File: src/hw/rtl/tcw_pkg.sv
// Shared constants, codes and controller/datapath interface types
// for the text console cell writer. No dependencies.
`timescale 1ns / 1ps

package tcw_pkg;

    localparam int COLUMNS    = 80;
    localparam int ROWS       = 25;
    localparam int CELL_COUNT = COLUMNS * ROWS;

    localparam int COL_W   = 7;
    localparam int ROW_W   = 5;
    localparam int LIN_W   = 11;
    localparam int CH_W    = 8;
    localparam int ATTR_W  = 8;
    localparam int CELL_W  = CH_W + ATTR_W;
    localparam int COLOR_W = 4;
    localparam int KIND_W  = 2;
    localparam int CFG_IDX_W = 2;

    typedef logic [KIND_W-1:0] t_kind;
    localparam t_kind KIND_PRINT = 2'd0;
    localparam t_kind KIND_SET   = 2'd1;
    localparam t_kind KIND_READ  = 2'd2;

    typedef logic [CFG_IDX_W-1:0] t_cfg_idx;
    localparam t_cfg_idx REG_BACKGROUND = 2'd0;
    localparam t_cfg_idx REG_FOREGROUND = 2'd1;

    localparam logic [CH_W-1:0]    CH_LF     = 8'h0A;
    localparam logic [CH_W-1:0]    CH_CR     = 8'h0D;
    localparam logic [CH_W-1:0]    CH_BS     = 8'h08;
    localparam logic [CH_W-1:0]    CH_SPACE  = 8'h20;
    localparam logic [COLOR_W-1:0] BG_RESET  = 4'h0;
    localparam logic [COLOR_W-1:0] FG_RESET  = 4'h7;
    localparam logic [ATTR_W-1:0]  ATTR_INIT = 8'h07;

    typedef enum logic [2:0] {
        CUR_HOLD,
        CUR_SET,
        CUR_NEWLINE,
        CUR_BACK,
        CUR_ADV,
        CUR_UP
    } t_cur_op;

    typedef enum logic [2:0] {
        WR_NONE,
        WR_CHAR,
        WR_BLANK_CUR,
        WR_BLANK_SWEEP,
        WR_INIT
    } t_wr_mode;

    typedef enum logic [1:0] {
        RD_NONE,
        RD_INDEX,
        RD_COPY
    } t_rd_mode;

    typedef enum logic [2:0] {
        SW_HOLD,
        SW_ZERO,
        SW_NEXT_ROW,
        SW_LAST_ROW,
        SW_INC
    } t_sweep_op;

    typedef struct packed {
        logic      latch;
        t_cur_op   cur_op;
        t_wr_mode  wr_mode;
        t_rd_mode  rd_mode;
        logic      rd_capture;
        t_sweep_op sweep_op;
        logic      out_load;
    } t_cmd;

    typedef struct packed {
        t_kind kind;
        logic  is_newline;
        logic  is_backspace;
        logic  row_last;
        logic  lin_last;
        logic  idx_ok;
        logic  cnt_last;
        logic  init_last;
        logic  copy_last;
    } t_status;

endpackage

File: src/hw/rtl/tcw_ctrl.sv
// Controller state machine for the text console cell writer.
// Depends on tcw_pkg; drives tcw_datapath through t_cmd / t_status.
`timescale 1ns / 1ps

module tcw_ctrl import tcw_pkg::*; (
    input  logic    i_clk,
    input  logic    i_rst_n,
    input  logic    i_in_valid,
    output logic    o_in_ready,
    output logic    o_out_valid,
    input  logic    i_out_ready,
    input  t_status i_status,
    output t_cmd    o_cmd
);

    typedef enum logic [3:0] {
        S_INIT,
        S_IDLE,
        S_DECODE,
        S_RDWAIT,
        S_WRBLANK,
        S_BLANK_ROW,
        S_SCROLL,
        S_TAIL,
        S_FINISH
    } t_state;

    t_state r_state, n_state;
    logic   r_in_ready, n_in_ready;
    logic   r_out_valid, n_out_valid;
    t_cmd   cmd;

    always_comb begin
        n_state    = r_state;
        cmd        = '{latch: 1'b0, cur_op: CUR_HOLD, wr_mode: WR_NONE, rd_mode: RD_NONE,
                       rd_capture: 1'b0, sweep_op: SW_HOLD, out_load: 1'b0};
        n_out_valid = r_out_valid && !i_out_ready;
        case (r_state)
            S_INIT: begin
                cmd.wr_mode  = WR_INIT;
                cmd.sweep_op = SW_INC;
                if (i_status.init_last) begin
                    n_state = S_IDLE;
                end
            end
            S_IDLE: begin
                if (i_in_valid) begin
                    cmd.latch = 1'b1;
                    n_state   = S_DECODE;
                end
            end
            S_DECODE: begin
                case (i_status.kind)
                    KIND_PRINT: begin
                        if (i_status.is_newline) begin
                            cmd.cur_op = CUR_NEWLINE;
                            if (i_status.row_last) begin
                                cmd.sweep_op = SW_ZERO;
                                n_state      = S_SCROLL;
                            end else begin
                                cmd.sweep_op = SW_NEXT_ROW;
                                n_state      = S_BLANK_ROW;
                            end
                        end else if (i_status.is_backspace) begin
                            cmd.cur_op = CUR_BACK;
                            n_state    = S_WRBLANK;
                        end else begin
                            cmd.wr_mode = WR_CHAR;
                            cmd.cur_op  = CUR_ADV;
                            if (i_status.lin_last) begin
                                cmd.sweep_op = SW_ZERO;
                                n_state      = S_SCROLL;
                            end else begin
                                n_state = S_FINISH;
                            end
                        end
                    end
                    KIND_SET: begin
                        cmd.cur_op = CUR_SET;
                        n_state    = S_FINISH;
                    end
                    KIND_READ: begin
                        if (i_status.idx_ok) begin
                            cmd.rd_mode = RD_INDEX;
                        end
                        n_state = S_RDWAIT;
                    end
                    default: begin
                        n_state = S_FINISH;
                    end
                endcase
            end
            S_RDWAIT: begin
                cmd.rd_capture = 1'b1;
                n_state        = S_FINISH;
            end
            S_WRBLANK: begin
                cmd.wr_mode = WR_BLANK_CUR;
                n_state     = S_FINISH;
            end
            S_BLANK_ROW: begin
                cmd.wr_mode  = WR_BLANK_SWEEP;
                cmd.sweep_op = SW_INC;
                if (i_status.cnt_last) begin
                    n_state = S_FINISH;
                end
            end
            S_SCROLL: begin
                cmd.rd_mode  = RD_COPY;
                cmd.sweep_op = SW_INC;
                if (i_status.copy_last) begin
                    n_state = S_TAIL;
                end
            end
            S_TAIL: begin
                // last copy write drains this cycle
                cmd.cur_op   = CUR_UP;
                cmd.sweep_op = SW_LAST_ROW;
                n_state      = S_BLANK_ROW;
            end
            S_FINISH: begin
                if (!r_out_valid || i_out_ready) begin
                    cmd.out_load = 1'b1;
                    n_out_valid  = 1'b1;
                    n_state      = S_IDLE;
                end
            end
            default: begin
                n_state = S_INIT;
            end
        endcase
        n_in_ready = (n_state == S_IDLE);
    end

    always_ff @(posedge i_clk) begin
        if (!i_rst_n) begin
            r_state     <= S_INIT;
            r_in_ready  <= 1'b0;
            r_out_valid <= 1'b0;
        end else begin
            r_state     <= n_state;
            r_in_ready  <= n_in_ready;
            r_out_valid <= n_out_valid;
        end
    end

    assign o_in_ready  = r_in_ready;
    assign o_out_valid = r_out_valid;
    assign o_cmd       = cmd;

endmodule

File: config.mk
export PLATFORM = sky130hd
export DESIGN_NAME = tcw_ctrl
export DESIGN_NICKNAME = d
export VERILOG_FILES = /design/src/hw/rtl/tcw_pkg.sv /design/src/hw/rtl/tcw_ctrl.sv
export SDC_FILE = /design/constraint.sdc
export NUM_CORES = 1
export LEC_CHECK = 0
export ABC_AREA = 1
export BUFFER_PORTS_ARGS = -buffer_cell sky130_fd_sc_hd__buf_2
export CAP_MARGIN = 20
export CELL_PAD_IN_SITES_DETAIL_PLACEMENT = 0
export CELL_PAD_IN_SITES_GLOBAL_PLACEMENT = 1
export CORE_ASPECT_RATIO = 1.2
export CORE_MARGIN = 8
export CORE_UTILIZATION = 26
export DETAILED_ROUTE_END_ITERATION = 12
export GPL_ROUTABILITY_DRIVEN = 0
export GPL_TIMING_DRIVEN = 0
export PLACE_DENSITY_LB_ADDON = 0.1
export SYNTH_ARGS = -nofsm -noshare
export SYNTH_HDL_FRONTEND = slang
export SYNTH_SLANG_ARGS = --single-unit
File: constraint.sdc
create_clock -name i_clk -period 1.5 [get_ports i_clk]
set_clock_uncertainty 0.05 [all_clocks]
set_input_delay 0.45 -clock i_clk [delete_from_list [all_inputs] [get_ports i_clk]]
set_output_delay 0.45 -clock i_clk [all_outputs]
set_load 0.05 [all_outputs]
### Yosys cells after proc, flatten, opt, wreduce, memory -nomap -nowiden

Cells that the tools add are included.

* equal/unequal tests: 11
* mux-type cells: 35
* reductions and logical operators: 8

Operators by type and width (count)
* 2-to-1 mux 4 bit: 8
* one-hot mux 4 bit (8 select lines): 1
* == test 4 x 3 -> 1 bit, second input constant: 4
* 2-to-1 mux 3 bit: 5
* 2-to-1 mux 1 bit: 12
* one-hot mux 3 bit (2 select lines): 2
* one-hot mux 3 bit (4 select lines): 1
* one-hot mux 3 bit (3 select lines): 1
* == test 4 x 1 -> 1 bit, second input constant: 2
* == test 4 x 2 -> 1 bit, second input constant: 2
* one-hot mux 4 bit (2 select lines): 1
* 2-to-1 mux 2 bit: 3
* == test 4 bit, second input constant: 1
* logical NOT 4 bit: 1
* one-hot mux 2 bit (2 select lines): 1
* OR reduction 3 bit: 1
* == test 2 x 1 -> 1 bit, second input constant: 1
* == test 2 bit, second input constant: 1
* logical NOT 1 bit: 2
* logical NOT 2 bit: 1
* OR reduction 2 bit: 1
* logical AND 1 bit: 1
* logical OR 1 bit: 1

* bits in registers: 6
* input bits: 14
* output and inout port bits: 16
* word-level logic and storage cells: 57

### Longest topological paths before layout

* word-level depth: 6
* gate-level depth with buffers: 9
* mapped depth without buffers: 9

### Least setup slack after synthesis

Ideal clock, no wire load.

* path type: reg-to-output
* start: register r_state[1]
* end: output port o_cmd[10] (netlist bit)
* arrival: 1.909 ns
* required time: 1.000 ns
* slack: -0.909 ns
* stages on the path, launching flop included: 5
* buffers on the path: 0
* path through: dfxtp_1 -> inv_2 -> nor2_4 -> nand2_1 -> o31ai_1

RTL lines
* start: declaration: line tcw_ctrl.sv:28 `t_state r_state, n_state;`
* start signal: assignment: line tcw_ctrl.sv:141 `r_state <= n_state;`
* end: declaration: line tcw_ctrl.sv:13 `output t_cmd o_cmd`

==> flow_summary_export.csv <==
group,metric,value,unit
floorplan,coreArea,2000,µm²
global_routing,grt_pass1_vias,787,
timing,fin_tns_setup,-3.38,ns
clocking,cts_buffers,3,
critical_path,cp_max_fo,5,
logic_synthesis,ys.flop_type,"dfxtp_1",
power_and_ir_drop,pwr_density_cell,517,nW/µm²
critical_path,path_cells,"inv_4 -> nor2_4 -> nand2_8 -> o31ai_4 -> buf_6",
logic_synthesis,yosysUniqueCellTypes,14,
clocking,clockRootBuffer,"clkbuf_4",
floorplan,die-area,3770,µm²
timing,hold_viol,0,
logic_synthesis,synthTopCellsByCount,"29 x nand2_1, 18 x nor2_1, 17 x inv_1",
global_routing,grtUsageTotal,0.105,
placement,dp_hpwl,1.52,mm
cells_and_area,drive_above_1_share,0.660,
logic_synthesis,synth_top_area_cell,"dfxtp_1",
critical_path,reg2reg_slack,0.07,ns
power_and_ir_drop,irDropWorstVdd,534,µV
clocking,cts_sinks,6,
timing,setup-violations-final,14,
global_routing,grt_overflow,0,
floorplan,die_w,57.4,µm
placement,dp_cells,150,
floorplan,start_util,0.267,
min_path,hold_class,"primary input to register",
cells_and_area,final_cells,170,
critical_path,path_class,"register to output pin",
status,violations,"setup timing",
logic_synthesis,syn_area_per_cell,5.30,µm²
logic_synthesis,ys_seq_area_frac,0.224,
timing,period_needed,1.82,ns
timing,max_slew.worst_pin.slew,0.271,ns
logic_synthesis,syn_nets,115,
global_routing,antenna_found_initial,0,
critical_path,cp_slowest_cell,"dfxtp_4",
critical_path,worst_path_largest_cell_delay,0.39,ns
route,post_drt_wl_per_cell,11.7,µm
route,dr.pass1.iters,2,
timing,max_freq,548,MHz
timing,slew_viol_final,0,
route,vias,804,
floorplan,die_height,65.7,µm
critical_path,cp_data_arrival_time,1.32,ns
logic_synthesis,async_flop_share,0,
logic_synthesis,syn-instance-count,101,
route,drt_wl_total,1.99,mm
route,ant_nets,0,
clocking,insertion_delay,0.25,ns
global_routing,grt_pass1_wl,3.11,mm
job,maxCapViolations,0,
floorplan,io_pins,30,
route,drt_iter0_markers,14,
logic_synthesis,synth_edf_count,0,
cells_and_area,nets,165,
critical_path,cp_data_required_time,1.00,ns
status,status,"complete, but fails checks",
logic_synthesis,synth.top_cells.by_area,"dfxtp_1 22%, nand2_1 20%, nor2_1 13%",
power_and_ir_drop,p_leak,0.612,nW
logic_synthesis,synth.most_common_cell,"nand2_1",
clocking,clk_path_buf_depth,2,
logic_synthesis,ys_warn_count,0,
placement,port_buffers,29,
floorplan,rows,18,
timing,rsz0062_at_grt,"yes",
critical_path,end_kind,"output pin",
clocking,clk_pin_slew,0.05,ns
critical_path,critPathLaunchType,"register",
min_path,hold_depth,3,
logic_synthesis,synth.top_cell.area_share,0.224,
critical_path,crit_buf_inv,2,
critical_path,reg2reg_to,"o_in_ready$_SDFF_PN0_",
critical_path,path_delay_family,"flip-flops",
critical_path,rr_worst_depth,9,
critical_path,rr_startpoint,"r_state[1]$_SDFF_PN0_",
global_routing,grt_max_degree,7,
timing,relSlewSlack,0.820,
route,drc,0,
clocking,htreeDepth,1,
cells_and_area,syn2layout_area_growth,129,%
timing,fin_ws,-0.325,ns
timing,post-route-period-util,1.22,
cells_and_area,antenna-diode-count,0,
logic_synthesis,synth_area,536,µm²
route,via_per_inst,4.73,
logic_synthesis,synth_seq_cells,6,
clocking,cts_tree,"yes",
min_path,min_from,"i_rst_n",
min_path,whs_endpoint,"o_in_ready$_SDFF_PN0_",
==> per-layer routing <==
metal  GRT usage  wire length, µm  up-vias
met5           0                0        -
met4      0.0658               37        0
met3      0.0352              151        6
met2       0.203             1180       21
met1      0.0890              614      365
li1            -                -      412
==> logic make-up (layout without fill, tap and decap cells) <==
logic type             count (synthesis)  after routing  synth area share
AOI/OAI and AO/OA                     11             11             0.107
buffers and inverters                 19             68             0.133
DFF                                    6              6             0.224
and+or+nand+nor                       65             65             0.535
==> power by group <==
| part | switching [mW] | leakage [nW] | total [mW] | internal [mW] |
|---|---|---|---|---|
| Combinational | 0.176 | 0.545 | 0.294 | 0.117 |
| Sequential | 0.0117 | 0.0521 | 0.179 | 0.167 |
| Clock | 0.0597 | 0.0150 | 0.161 | 0.101 |
==> cell type report <==
type	count	area [µm²]
inverters	19	106
well taps	20	25.0
clock buffers	4	26.3
repair buffers	45	402
fillers	197	781
flip-flops and latches	6	134
multi-input cells	76	531
==> timing repair <==
item / in CTS / in global routing
endpoints found under the hold margin: 0 / 0
endpoints found under the setup margin: 14 / 14
pin swaps: 9 / 10
setup buffers: 9 / 7
gates resized for setup: 53 / 14
hold buffers: 0 / 0
==> per-stage QoR <==
| stage | hold WS [ns] | power [mW] | util | worst slack (ns) | instance area (µm²) |
|---|---|---|---|---|---|
| after floorplan | 0.507 | 0.334 | - | -0.200 | 689 |
| after global placement | 0.448 | 0.394 | 0.429 | -0.385 | 860 |
| after detailed placement | 0.451 | 0.394 | 0.429 | -0.394 | 860 |
| after CTS | 0.408 | 0.611 | 0.565 | -0.324 | 1130 |
| after global routing | 0.417 | 0.676 | 0.610 | -0.379 | 1220 |
| final | 0.408 | 0.633 | 0.610 | -0.325 | 1220 |
==> sequential cells by signal, indices dropped and copies added, names as in the netlist <==
name         count
o_in_ready       1
o_out_valid      1
r_state          4
==> cell usage in the layout (no fill, tap or decap), types with 3 or more instances in the layout <==
cell and count:
buf_4 15, clkbuf_4 3, nand3_1 6, inv_2 7, nor2_1 11, inv_1 7, buf_2 14, buf_8 8
a21oi_1 5, nor2_2 5, nand2_2 8, dfxtp_4 3, buf_6 7, nand2_4 4, nor2_4 9, nand2_1 17
==> worst reg2reg max path, cell delays in order (launching register included) <==
cell and delay, ns:
dfxtp_4 0.39, inv_4 0.05, nor2_4 0.17, nand2_8 0.10, buf_4 0.14, buf_4 0.12, nor2_1 0.11, nor2_1 0.08
nand3_1 0.08, nor2_1 0.04
==> worst max path at each step <==
| stage | startpoint | endpoint | slack (ns) | cells after the start |
|---|---|---|---|---|
| floorplan | r_state[1]$_SDFF_PN0_ | o_cmd[10] | -0.20 | 4 |
| global placement | i_status[9] | o_cmd[1] | -0.39 | 7 |
| detailed placement | i_status[9] | o_cmd[1] | -0.39 | 7 |
| CTS | r_state[3]$_SDFF_PN0_ | o_cmd[12] | -0.32 | 6 |
| global route | r_state[1]$_SDFF_PN0_ | o_cmd[10] | -0.38 | 5 |
| finish | r_state[1]$_SDFF_PN0_ | o_cmd[10] | -0.32 | 5 |
Note: power is estimated with default switching activity, not from simulation.
